## src/sv/kce_pkg.sv

```systemverilog
// Package for the knapsack cipher engine: request codes, register indexes,
// state types and the key-table write bundle. No dependencies.
package kce_pkg;

    localparam int KeyW    = 24;
    localparam int PubW    = 28;
    localparam int ModW    = 28;
    localparam int CipherW = 32;
    localparam int BlockW  = 16;

    typedef enum logic [1:0] {
        REQ_LOAD    = 2'd0,
        REQ_ENCRYPT = 2'd1,
        REQ_DECRYPT = 2'd2,
        REQ_UNKNOWN = 2'd3
    } t_req;

    typedef enum logic [1:0] {
        REG_ELEMENTS   = 2'd0,
        REG_MODULUS    = 2'd1,
        REG_MULTIPLIER = 2'd2,
        REG_INVERSE    = 2'd3
    } t_reg_idx;

    typedef enum logic [1:0] {
        ST_IDLE,
        ST_MUL,
        ST_WALK,
        ST_DONE
    } t_state;

    typedef enum logic [1:0] {
        MM_IDLE,
        MM_REDUCE,
        MM_MUL
    } t_mm_state;

    typedef struct packed {
        logic            en;
        logic [KeyW-1:0] priv;
        logic [PubW-1:0] pub;
    } t_key_wr;

endpackage

```

## src/sv/kce_modmul.sv

```systemverilog
// Bit-serial modular multiplier: reduces the wide operand one bit a cycle,
// then runs an interleaved shift-and-add over the narrow operand.
// Depends on kce_pkg.
module kce_modmul (
    input  logic                      i_clk,
    input  logic                      i_rst_n,
    input  logic                      i_start,
    input  logic [kce_pkg::CipherW-1:0] i_a,
    input  logic [kce_pkg::ModW-1:0]  i_b,
    input  logic [kce_pkg::ModW:0]    i_mod,
    output logic                      o_done,
    output logic [kce_pkg::ModW-1:0]  o_result
);
    import kce_pkg::*;

    t_mm_state           r_state, n_state;
    logic [CipherW-1:0]  r_a, n_a;
    logic [ModW-1:0]     r_b, n_b;
    logic [ModW-1:0]     r_r, n_r;
    logic [ModW-1:0]     r_ap, n_ap;
    logic [ModW:0]       r_m, n_m;
    logic [4:0]          r_cnt, n_cnt;
    logic                r_done, n_done;

    logic [ModW:0] red_t, red_v;
    logic [ModW:0] dbl_t, dbl_v, add_t, add_v;

    always_comb begin
        // Restoring reduction step: the remainder stays below the modulus.
        red_t = {r_r, r_a[CipherW-1]};
        red_v = (red_t >= r_m) ? red_t - r_m : red_t;
        // Interleaved step: double, reduce, add the reduced operand, reduce.
        dbl_t = {r_r, 1'b0};
        dbl_v = (dbl_t >= r_m) ? dbl_t - r_m : dbl_t;
        add_t = dbl_v + (r_b[ModW-1] ? {1'b0, r_ap} : '0);
        add_v = (add_t >= r_m) ? add_t - r_m : add_t;
    end

    always_comb begin
        n_state = r_state;
        n_a     = r_a;
        n_b     = r_b;
        n_r     = r_r;
        n_ap    = r_ap;
        n_m     = r_m;
        n_cnt   = r_cnt;
        n_done  = 1'b0;
        unique case (r_state)
            MM_IDLE: begin
                if (i_start) begin
                    n_a     = i_a;
                    n_b     = i_b;
                    n_m     = i_mod;
                    n_r     = '0;
                    n_cnt   = 5'(CipherW - 1);
                    n_state = MM_REDUCE;
                end
            end
            MM_REDUCE: begin
                n_r = red_v[ModW-1:0];
                n_a = {r_a[CipherW-2:0], 1'b0};
                if (r_cnt == '0) begin
                    n_ap    = red_v[ModW-1:0];
                    n_r     = '0;
                    n_cnt   = 5'(ModW - 1);
                    n_state = MM_MUL;
                end else begin
                    n_cnt = r_cnt - 5'd1;
                end
            end
            MM_MUL: begin
                n_r = add_v[ModW-1:0];
                n_b = {r_b[ModW-2:0], 1'b0};
                if (r_cnt == '0) begin
                    n_done  = 1'b1;
                    n_state = MM_IDLE;
                end else begin
                    n_cnt = r_cnt - 5'd1;
                end
            end
            default: n_state = MM_IDLE;
        endcase
    end

    always_ff @(posedge i_clk) begin
        if (!i_rst_n) begin
            r_state <= MM_IDLE;
            r_done  <= 1'b0;
            r_cnt   <= '0;
        end else begin
            r_state <= n_state;
            r_done  <= n_done;
            r_cnt   <= n_cnt;
        end
        r_a  <= n_a;
        r_b  <= n_b;
        r_r  <= n_r;
        r_ap <= n_ap;
        r_m  <= n_m;
    end

    assign o_done   = r_done;
    assign o_result = r_r;

endmodule

```

## src/sv/kce_keystore.sv

```systemverilog
// Private and public key tables with one write port and one registered
// read port. Depends on kce_pkg.
module kce_keystore #(
    parameter int MAX_ELEMENTS = 16,
    parameter int AW           = 4
) (
    input  logic                     i_clk,
    input  kce_pkg::t_key_wr         i_wr,
    input  logic [AW-1:0]            i_wr_addr,
    input  logic [AW-1:0]            i_rd_addr,
    output logic [kce_pkg::KeyW-1:0] o_rd_priv,
    output logic [kce_pkg::PubW-1:0] o_rd_pub
);
    import kce_pkg::*;

    logic [KeyW-1:0] r_priv_mem [MAX_ELEMENTS];
    logic [PubW-1:0] r_pub_mem  [MAX_ELEMENTS];
    logic [KeyW-1:0] r_rd_priv;
    logic [PubW-1:0] r_rd_pub;

    always_ff @(posedge i_clk) begin
        if (i_wr.en) begin
            r_priv_mem[i_wr_addr] <= i_wr.priv;
            r_pub_mem[i_wr_addr]  <= i_wr.pub;
        end
        r_rd_priv <= r_priv_mem[i_rd_addr];
        r_rd_pub  <= r_pub_mem[i_rd_addr];
    end

    assign o_rd_priv = r_rd_priv;
    assign o_rd_pub  = r_rd_pub;

endmodule

```

## src/sv/knapsack_cipher_engine_core.sv

```systemverilog
// Knapsack cipher engine, one transaction in flight at a time; n is the clamped element count.
// A load or a decrypt first runs the bit-serial modular multiplier (32 reduce and 28 multiply
// steps); an encrypt goes straight to the table walk, as does a decrypt after the multiplier.
// A new transaction is taken the cycle after a result is registered; while a result waits,
// the next one holds in its final state.
// Synchronous active-low reset restores register defaults and idles control; tables persist.
module knapsack_cipher_engine_core #(
    parameter int MAX_ELEMENTS = 16
) (
    input  logic                        i_clk,
    input  logic                        i_rst_n,
    // Input channel
    input  logic                        i_in_valid,
    output logic                        o_in_stall,
    input  logic [1:0]                  i_req_type,
    input  logic [3:0]                  i_key_index,
    input  logic [kce_pkg::KeyW-1:0]    i_key_value,
    input  logic [kce_pkg::BlockW-1:0]  i_plain_bits,
    input  logic [kce_pkg::CipherW-1:0] i_cipher_value,
    // Output channel
    output logic                        o_out_valid,
    input  logic                        i_out_stall,
    output logic [kce_pkg::CipherW-1:0] o_cipher_sum,
    output logic [kce_pkg::BlockW-1:0]  o_recovered_bits,
    output logic                        o_no_subset,
    // Configuration port
    input  logic                        psel,
    input  logic                        penable,
    input  logic                        pwrite,
    input  logic [3:0]                  paddr,
    input  logic [31:0]                 pwdata,
    output logic [31:0]                 prdata,
    output logic                        pready
);
    import kce_pkg::*;

    localparam int AW         = (MAX_ELEMENTS > 1) ? $clog2(MAX_ELEMENTS) : 1;
    localparam int BlockLimit = (MAX_ELEMENTS < 16) ? MAX_ELEMENTS : 16;

    // Configuration registers, written over the APB-style port.
    logic [4:0]      r_elements;
    logic [ModW-1:0] r_modulus;
    logic [ModW-1:0] r_multiplier;
    logic [ModW-1:0] r_inverse;

    // Sequencer state and per-transaction working registers.
    t_state              r_state, n_state;
    t_req                r_req, n_req;
    logic                r_idx_ok, n_idx_ok;
    logic [3:0]          r_idx, n_idx;
    logic [KeyW-1:0]     r_kval, n_kval;
    logic [BlockW-1:0]   r_plain, n_plain;
    logic [ModW-1:0]     r_rem, n_rem;
    logic [CipherW-1:0]  r_sum, n_sum;
    logic [BlockW-1:0]   r_bits, n_bits;
    logic [3:0]          r_j, n_j;
    logic [3:0]          r_pos, n_pos;
    logic [3:0]          r_pos_d, n_pos_d;
    logic                r_vld, n_vld;
    logic [4:0]          r_left, n_left;

    // Output register.
    logic                r_out_valid, n_out_valid;
    logic [CipherW-1:0]  r_out_sum, n_out_sum;
    logic [BlockW-1:0]   r_out_bits, n_out_bits;
    logic                r_out_flag, n_out_flag;

    logic                in_accept, cfg_write, out_free;
    logic [4:0]          active_n;
    logic [3:0]          last_pos;
    logic [ModW:0]       mod_eff;
    logic                mm_start, mm_done;
    logic [CipherW-1:0]  mm_a;
    logic [ModW-1:0]     mm_b, mm_result;
    t_key_wr             key_wr;
    logic [KeyW-1:0]     rd_priv;
    logic [PubW-1:0]     rd_pub;
    t_req                in_req;

    assign in_req     = t_req'(i_req_type);
    assign in_accept  = i_in_valid && !o_in_stall;
    assign o_in_stall = (r_state != ST_IDLE);
    assign pready     = 1'b1;
    assign cfg_write  = psel && penable && pwrite;

    // Element count clamped to the range the tables and the block width support.
    always_comb begin
        if (r_elements == '0) begin
            active_n = 5'd1;
        end else if (r_elements > 5'(BlockLimit)) begin
            active_n = 5'(BlockLimit);
        end else begin
            active_n = r_elements;
        end
        last_pos = 4'(active_n - 5'd1);
    end

    // A zero modulus means no reduction; reducing by two to the 28 keeps the low 28 bits.
    assign mod_eff = (r_modulus == '0) ? {1'b1, {ModW{1'b0}}} : {1'b0, r_modulus};

    // Configuration registers and read-back.
    always_ff @(posedge i_clk) begin
        if (!i_rst_n) begin
            r_elements   <= 5'd8;
            r_modulus    <= 28'd2;
            r_multiplier <= 28'd1;
            r_inverse    <= 28'd1;
        end else if (cfg_write) begin
            unique case (t_reg_idx'(paddr[3:2]))
                REG_ELEMENTS:   r_elements   <= pwdata[4:0];
                REG_MODULUS:    r_modulus    <= pwdata[ModW-1:0];
                REG_MULTIPLIER: r_multiplier <= pwdata[ModW-1:0];
                REG_INVERSE:    r_inverse    <= pwdata[ModW-1:0];
                default:        r_elements   <= r_elements;
            endcase
        end
    end

    always_comb begin
        unique case (t_reg_idx'(paddr[3:2]))
            REG_ELEMENTS:   prdata = {27'd0, r_elements};
            REG_MODULUS:    prdata = {4'd0, r_modulus};
            REG_MULTIPLIER: prdata = {4'd0, r_multiplier};
            REG_INVERSE:    prdata = {4'd0, r_inverse};
            default:        prdata = '0;
        endcase
    end

    // The multiplier is started straight from the accepted transaction: a load forms the
    // public entry, a decrypt undoes the multiplier on the ciphertext.
    assign mm_start = in_accept && (in_req == REQ_LOAD || in_req == REQ_DECRYPT);
    assign mm_a     = (in_req == REQ_LOAD) ? {8'd0, i_key_value} : i_cipher_value;
    assign mm_b     = (in_req == REQ_LOAD) ? r_multiplier : r_inverse;

    kce_modmul u_modmul (
        .i_clk    (i_clk),
        .i_rst_n  (i_rst_n),
        .i_start  (mm_start),
        .i_a      (mm_a),
        .i_b      (mm_b),
        .i_mod    (mod_eff),
        .o_done   (mm_done),
        .o_result (mm_result)
    );

    // Key tables are written when the public entry is ready, and only for an index
    // that exists.
    always_comb begin
        key_wr.en   = (r_state == ST_MUL) && mm_done && (r_req == REQ_LOAD) && r_idx_ok;
        key_wr.priv = r_kval;
        key_wr.pub  = mm_result;
    end

    kce_keystore #(
        .MAX_ELEMENTS (MAX_ELEMENTS),
        .AW           (AW)
    ) u_keystore (
        .i_clk     (i_clk),
        .i_wr      (key_wr),
        .i_wr_addr (AW'(r_idx)),
        .i_rd_addr (AW'(r_j)),
        .o_rd_priv (rd_priv),
        .o_rd_pub  (rd_pub)
    );

    assign out_free = !r_out_valid || !i_out_stall;

    // Sequencer. The walk issues one table read per cycle and consumes the registered data
    // in the following cycle, so issue and use overlap. Encrypt runs from entry 0 upwards with the
    // block bit position running down from n-1; decrypt runs from the top entry down, with
    // the greedy subtraction filling the recovered block from bit 0 upwards.
    always_comb begin
        n_state     = r_state;
        n_req       = r_req;
        n_idx_ok    = r_idx_ok;
        n_idx       = r_idx;
        n_kval      = r_kval;
        n_plain     = r_plain;
        n_rem       = r_rem;
        n_sum       = r_sum;
        n_bits      = r_bits;
        n_j         = r_j;
        n_pos       = r_pos;
        n_pos_d     = r_pos_d;
        n_vld       = 1'b0;
        n_left      = r_left;
        n_out_valid = (r_out_valid && i_out_stall);
        n_out_sum   = r_out_sum;
        n_out_bits  = r_out_bits;
        n_out_flag  = r_out_flag;

        unique case (r_state)
            ST_IDLE: begin
                if (in_accept) begin
                    n_req    = in_req;
                    n_idx    = i_key_index;
                    n_idx_ok = (32'(i_key_index) < 32'(MAX_ELEMENTS));
                    n_kval   = i_key_value;
                    n_plain  = i_plain_bits;
                    n_sum    = '0;
                    n_bits   = '0;
                    n_rem    = '0;
                    n_left   = active_n;
                    n_j      = '0;
                    n_pos    = last_pos;
                    unique case (in_req)
                        REQ_LOAD, REQ_DECRYPT: n_state = ST_MUL;
                        REQ_ENCRYPT:           n_state = ST_WALK;
                        default:               n_state = ST_DONE;
                    endcase
                end
            end
            ST_MUL: begin
                if (mm_done) begin
                    if (r_req == REQ_DECRYPT) begin
                        n_rem   = mm_result;
                        n_j     = last_pos;
                        n_pos   = '0;
                        n_state = ST_WALK;
                    end else begin
                        n_state = ST_DONE;
                    end
                end
            end
            ST_WALK: begin
                if (r_left != '0) begin
                    n_vld   = 1'b1;
                    n_pos_d = r_pos;
                    n_left  = r_left - 5'd1;
                    if (r_req == REQ_ENCRYPT) begin
                        n_j   = r_j + 4'd1;
                        n_pos = r_pos - 4'd1;
                    end else begin
                        n_j   = r_j - 4'd1;
                        n_pos = r_pos + 4'd1;
                    end
                end
                if (r_vld) begin
                    if (r_req == REQ_ENCRYPT) begin
                        if (r_plain[r_pos_d]) begin
                            n_sum = r_sum + {4'd0, rd_pub};
                        end
                    end else if ({4'd0, rd_priv} <= r_rem) begin
                        n_rem           = r_rem - {4'd0, rd_priv};
                        n_bits[r_pos_d] = 1'b1;
                    end
                end
                if (r_left == '0 && !r_vld) begin
                    n_state = ST_DONE;
                end
            end
            ST_DONE: begin
                if (out_free) begin
                    n_out_valid = 1'b1;
                    n_out_sum   = (r_req == REQ_ENCRYPT) ? r_sum : '0;
                    n_out_bits  = (r_req == REQ_DECRYPT) ? r_bits : '0;
                    n_out_flag  = (r_req == REQ_DECRYPT) && (r_rem != '0);
                    n_state     = ST_IDLE;
                end
            end
            default: n_state = ST_IDLE;
        endcase
    end

    always_ff @(posedge i_clk) begin
        if (!i_rst_n) begin
            r_state     <= ST_IDLE;
            r_req       <= REQ_UNKNOWN;
            r_vld       <= 1'b0;
            r_left      <= '0;
            r_out_valid <= 1'b0;
        end else begin
            r_state     <= n_state;
            r_req       <= n_req;
            r_vld       <= n_vld;
            r_left      <= n_left;
            r_out_valid <= n_out_valid;
        end
        r_idx_ok   <= n_idx_ok;
        r_idx      <= n_idx;
        r_kval     <= n_kval;
        r_plain    <= n_plain;
        r_rem      <= n_rem;
        r_sum      <= n_sum;
        r_bits     <= n_bits;
        r_j        <= n_j;
        r_pos      <= n_pos;
        r_pos_d    <= n_pos_d;
        r_out_sum  <= n_out_sum;
        r_out_bits <= n_out_bits;
        r_out_flag <= n_out_flag;
    end

    assign o_out_valid      = r_out_valid;
    assign o_cipher_sum     = r_out_sum;
    assign o_recovered_bits = r_out_bits;
    assign o_no_subset      = r_out_flag;

endmodule

```

## config.mk

```make
export PLATFORM = sky130hd
export DESIGN_NAME = knapsack_cipher_engine_core
export DESIGN_NICKNAME = d
export VERILOG_FILES = /design/src/sv/kce_pkg.sv /design/src/sv/kce_modmul.sv /design/src/sv/kce_keystore.sv /design/src/sv/knapsack_cipher_engine_core.sv
export SDC_FILE = /design/constraint.sdc
export NUM_CORES = 2
export LEC_CHECK = 0
export BUFFER_PORTS_ARGS = -buffer_cell sky130_fd_sc_hd__buf_4
export CELL_PAD_IN_SITES_DETAIL_PLACEMENT = 0
export CELL_PAD_IN_SITES_GLOBAL_PLACEMENT = 1
export CORE_ASPECT_RATIO = 1.25
export CORE_MARGIN = 4
export CORE_UTILIZATION = 50
export CTS_BUF_LIST = sky130_fd_sc_hd__clkbuf_4 sky130_fd_sc_hd__clkbuf_8
export CTS_CLUSTER_DIAMETER = 100
export DETAILED_ROUTE_END_ITERATION = 7
export GPL_TIMING_DRIVEN = 0
export PLACE_DENSITY_LB_ADDON = 0.08
export SYNTH_ARGS = -nofsm -noshare
export SYNTH_HDL_FRONTEND = slang
export SYNTH_SLANG_ARGS = --single-unit
```

## constraint.sdc

```tcl
create_clock -name i_clk -period 17.15 [get_ports i_clk]
set_input_delay 1.715 -clock i_clk [delete_from_list [all_inputs] [get_ports i_clk]]
set_output_delay 1.715 -clock i_clk [all_outputs]
set_load 0.02 [all_outputs]
```

# Word level (Yosys, flattened, before mapping)
# Memory sizes are Yosys's and may differ from the RTL's. A register that Yosys moved wholly into a read port is not among the register bits.
# Cells that the tools add are included.
# word_totals
register_bits	434
ramBits	832
inputBits	121
wordCells	210
n_memories	2
# op_classes
n_addsub	13
order_cmp	7
n_eq_ne	27
n_mux	74
bitwise	1
reduce_logical	56
# mem_list
memory	words	width	read_ports	rd_clocked_by_memory_dff	wr	line_no	rtl
u_keystore.r_pub_mem	16	28	1	1	1	kce_keystore.sv:17	logic [PubW-1:0] r_pub_mem [MAX_ELEMENTS];
u_keystore.r_priv_mem	16	24	1	1	1	kce_keystore.sv:16	logic [KeyW-1:0] r_priv_mem [MAX_ELEMENTS];
# op_table
op	count
two-way mux 28 bit	13
two-way mux 32 bit	6
one-hot mux 28 bit (3 select lines)	2
one-hot mux 32 bit (2 select lines)	2
one-hot mux 32 bit (4 select lines)	1
greater-or-equal comparator 29 bit	3
two-way mux 16 bit	4
two-way mux 29 bit	2
one-hot mux 28 bit (2 select lines)	1
subtractor 28 bit	2
two-way mux 4 bit	10
two-way mux 5 bit	7
adder 32 x 28 -> 32 bit	1
one-hot mux 16 bit (2 select lines)	1
adder 29 x 28 -> 29 bit	1
subtractor 29 bit	1
less-or-equal comparator 24 x 28 -> 1 bit	1
zero test 28 bit	1
AND reduction 2 bit	14
nonzero test 28 bit	1
subtractor 28 x 24 -> 28 bit	1
one-hot mux 4 bit (3 select lines)	2
!= test 2 bit (second input constant)	11
bitwise OR 16 bit	1
31 further kinds	89

# Logic depth before layout (Yosys ltp)
# logic_depth
word_depth	9
depth_mapped	32

# Cells and area by module
# From an unflattened synthesis, not the netlist that was laid out.
# hier_totals
hier_cells	4220
hier_area_um2	59917.5
# by_module_without_submodules
module	instances	cells_each	area_each_um2	seq_area_each_um2
kce_keystore	1	1344	32213.4	26025.0
knapsack_cipher_engine_core	1	1588	15427.3	7437.1
kce_modmul	1	1288	12276.8	4514.3

# Least setup slack after synthesis
# Ideal clock, no wire load.
# synth_path
kind	flip-flop to flip-flop
startpoint	register u_modmul.r_r[22], in the netlist u_modmul.o_result[22]
endpoint	register u_modmul.r_r[20], in the netlist u_modmul.o_result[20], data pin
setup_ns	0.261
t_arrival_ns	6.587
path_slack_ns	10.303
path_stages_with_launch	30
synth_period_minus_slack_ns	6.847
path_cell_list	edfxtp_1 > ha_1 > buf_2 > and4_1 > and3_1 > nand3_1 > nor3_1 > a32oi_1 > nand2_1 > clkbuf_1 > nor2_1 > a21oi_1 > ha_1 > a21o_1 > a211oi_1 > o21ai_0 > a21oi_1 > o21bai_1 > a221o_1 > o31a_1 > ha_1 > clkbuf_1 > nand4_1 > or3_1 > nor4_1 > nor2_1 > a21oi_2 > buf_4 > nor3b_1 > a221o_1
# synth_between
elab_chain_len	6
# synth_rtl
item	line_no	rtl
start: declaration	kce_modmul.sv:19	logic [ModW-1:0] r_r, n_r;
start signal: assignment	kce_modmul.sv:97	r_r <= n_r;
subtractor 29 bit / greater-or-equal comparator 29 bit (equally long branches)	kce_modmul.sv:34	dbl_v = (dbl_t >= r_m) ? dbl_t - r_m : dbl_t;
two-way mux 29 bit	kce_modmul.sv:34	
adder 29 x 28 -> 29 bit	kce_modmul.sv:35	add_t = dbl_v + (r_b[ModW-1] ? {1'b0, r_ap} : '0);
greater-or-equal comparator 29 bit / subtractor 28 bit (equally long branches)	kce_modmul.sv:36	add_v = (add_t >= r_m) ? add_t - r_m : add_t;
two-way mux 28 bit	kce_modmul.sv:36	
one-hot mux 28 bit (3 select lines) (*)	kce_modmul.sv:48	unique case (r_state)
net u_modmul.n_r[20]	kce_modmul.sv:19	
# The timed path passes the listed nets; every way through them passes the cells marked *.
# A chain may end at the register's enable or synchronous reset.

# Worst setup path in the final report
# layout_path
startpoint	register u_modmul.r_r[20], in the netlist u_modmul.o_result[20]
endpoint	register u_modmul.r_r[9], in the netlist u_modmul.o_result[9], data pin
# The elaborated chain is that of the path after synthesis.

==> flow_summary.toml <==
[run_status]
run_status = "completed"

[synth]
ys_types = 80
syn-mean-instance-area_um2 = 14.5
most_common_library_cells_after_synthesis = "1158 x sky130_fd_sc_hd__edfxtp_1, 395 x sky130_fd_sc_hd__nand2_1, 270 x sky130_fd_sc_hd__mux4_2, 215 x sky130_fd_sc_hd__o21ai_0, 200 x sky130_fd_sc_hd__nor2_1"
yosysMostFrequentCell = "sky130_fd_sc_hd__edfxtp_1"
yosys_most_used_dff = "sky130_fd_sc_hd__edfxtp_1"
flip_flop_and_latch_count_after_synthesis = 1318
synth-seq-area-share_pct = 63.9
synthesis.area_um2 = 59500
synth_enable_flop_cells = 1158
yosysWarnings = 0
postSynthCellCount = 4105
async_flop_share_pct = 0
synth.top_cell.area_share_pct = 58.5
yosysTopAreaCell = "sky130_fd_sc_hd__edfxtp_1"
ys_top_cells_by_area = "sky130_fd_sc_hd__edfxtp_1 58%, sky130_fd_sc_hd__mux4_2 10%, sky130_fd_sc_hd__dfxtp_1 5.4%"

[finish]
finalInstanceArea_um2 = 68400
area_growth_syn_to_layout_pct = 15.0
final.fill_count = 9614
layout_utilization_pct = 57.9
layout.nets = 4856
layout-drive-gt1-share_pct = 20.3
finish.cell_count_without_fillers = 6317

[timing]
fin_crit_ns = 10.04
fin_crit_sh_pct = 58.5
timing.clock.skew_ns = 0.0407
timing.final.hold_violations = 0
setup_tns_ns = 0
final.hold.worst_slack_ns = 0.473
slew_viol_final = 0
grt_setup_unrepaired = "false"
tightestPinTransition_ns = 1.33
layout_setup_ws_ns = 7.11
setup_violations = 0
max_slew_margin_pct = 11.1
max_clock_freq_mhz = 99.6

[global_route]
grt_pass1_wl_um = 247000
antenna_found_initial = 4
grt_pass1_vias = 37790
grt_use_total_pct = 27.0
grt_start_max_net_pins = 33
grt-ovfl-total = 0

[power]
power.clock.fraction_pct = 20.3
total_power_consumption_of_the_routed_design_mw = 13.2
cell_internal_pwr_mw = 7.89
power.switching_fraction_pct = 40.0
power.ir.vdd_worst_mv = 0.166
p_leak_nw = 23.8
power_frac_seq_pct = 34.4
share_comb_of_total_power_pct = 45.3
total_switching_power_mw = 5.27
powerDensity_nw_per_um2 = 192

[cts]
cts.sink_count = 1318
insertion_delay_ns = 0.92
cts_buffers = 200
h-tree-depth = 4
cts_tree = "done"
cts_max_path_bufs = 3
number_of_post_cts_setup_repair_buffers = 0
cts-hold-fix-buffers = 0
ctsResizeCount = 0
clkTransAtPathRegs_ns = 0.07
cts_root_buf = "sky130_fd_sc_hd__clkbuf_8"

[placement]
post-place-ws_ns = 7.23
buffer_ports.inserted = 190
gp_routability_congestion = 0.932
dp.final_hpwl_um = 120000
post_dp_cell_area_um2 = 64200
numPlacedInstances = 5939

[die]
num_io_pins = 205
die_h_um = 394
std_cell_rows = 141
floorplan.core_area_um2 = 118000
floorplan.initialDensity_pct = 50.3
die_wd_um = 316
die-area_um2 = 125000

[drt]
drt_drc = 0
avgViaCountPerCell = 5.86
wl_met2_um = 86000
max_layer_used = "met4"
routedWlPerCell_um = 26.6
number_of_drc_markers_in_iteration_0 = 3208
routed_wirelength_um = 168000
detailroute.wirelength.met3_um = 9020
route.antenna.remaining_nets = 0
dr_total_vias = 37031
route.layer.met1.wl_um = 67000
drt_pass1_iterations = 5

[worst_setup_path]
endpoint_kind = "flop"
start_kind = "flop"
slowest_stage = "sky130_fd_sc_hd__edfxtp_1"
crit_top_cell = "sky130_fd_sc_hd__nand2_1"
timing.critical_path.slowest_cell_delay_ns = 0.80
arrival_time_reported_for_the_critical_path_endpoint_ns = 10.63
critical_path_class = "reg -> reg"
timing.critical_path.required_ns = 17.74
cp_max_fo = 20

[hold_path]
hold_path.class = "reg -> reg"

[flow_run]
drv.max_cap_violation_count = 0
-- final timing paths --
kind | startpoint | to | slack [ns] | depth (start not counted)
max | u_modmul.o_result[20]$_DFFE_PP_ | u_modmul.o_result[9]$_DFFE_PP_ | 7.11 | 29
min | r_pos[2]$_DFFE_PP_ | r_pos_d[2]$_DFFE_PP_ | 0.47 | 0
max reg2reg | u_modmul.o_result[20]$_DFFE_PP_ | u_modmul.o_result[9]$_DFFE_PP_ | 7.11 | 29
min reg2reg | r_pos[2]$_DFFE_PP_ | r_pos_d[2]$_DFFE_PP_ | 0.47 | 0
-- worst max-delay path: cells and delay by family, from the launching register on --
kind / cells / cell delay [ns]
xor+xnor: 1 / 0.48
flops: 1 / 0.80
compound gates: 10 / 3.54
buf+inv: 4 / 1.44
simple gates: 10 / 2.16
mux: 1 / 0.21
fa+ha+maj: 3 / 1.07
-- power by group through the flow --
stage,sequential (mW),combinational (mW),clock (mW)
after global routing,4.58,6.46,2.89
after floorplan,4.40,4.20,0
after CTS,4.53,5.95,2.73
after detailed placement,4.60,5.92,0
after global placement,4.59,5.87,0
final,4.53,5.96,2.68
-- logic make-up (layout without fill, tap and decap cells) --
| logic type | count (synthesis) | count (layout) | synth area share, % |
|---|---|---|---|
| DFF | 1318 | 1318 | 63.9 |
| and+or+nand+nor | 958 | 958 | 7.47 |
| AOI/OAI and AO/OA | 782 | 782 | 8.42 |
| muxes | 382 | 382 | 12.2 |
| buffers and inverters | 349 | 981 | 2.29 |
| adders and majority gates | 167 | 167 | 3.61 |
| xor gates and xnor gates | 147 | 147 | 2.16 |
| other | 2 | 9 | 0.0126 |
-- state kept, by name (all words and copies together), names as in the netlist, 29 cells and up --
name / cells
u_keystore.r_pub_mem: 448
u_keystore.r_priv_mem: 384
o_cipher_sum: 32
r_sum: 32
u_modmul.r_a: 32
u_modmul.r_m: 29
-- per-layer routing --
layer	vias up	global-route usage [%]
li1	16688	-
met1	18893	34.5
met2	1177	46.6
met3	273	4.43
met4	0	9.73
met5	-	0
-- layout by cell type, fill, tap and decap left out, drive strengths merged, types with 9 or more instances in the layout --
master	count
xor2	59
edfxtp	1158
o21a	23
clkbuf	460
mux2i	82
o2bb2ai	13
o22ai	12
buf	320
nand2b	30
a21o	64
or3	15
and2	97
clkinv	69
nor2	200
nor3b	9
nor2b	27
mux4	270
dfxtp	160
inv	122
ha	159
nand2	395
o21bai	21
mux2	30
xnor2	88
nand3	47
a22o	26
a21oi	194
a31oi	18
o21ai	224
o31ai	11
nor3	41
and3	29
a21boi	89
a211oi	16
nand4	25
nor4	21
-- layout make-up --
| cell class | count | area [um2] | share of cell area (%) |
|---|---|---|---|
| inverters | 114 | 428 | 0.626 |
| multi-input cells | 2441 | 20300 | 29.7 |
| well taps | 1573 | 1970 | 2.88 |
| clock buffers | 287 | 3500 | 5.12 |
| clock inverters | 87 | 658 | 0.962 |
| diodes | 4 | 10.0 | 0.0146 |
| plain buffers | 235 | 933 | 1.36 |
| repair buffers | 258 | 2640 | 3.86 |
| flip-flops and latches | 1318 | 38000 | 55.5 |
No activity file was read; power rests on OpenSTA's default activity.
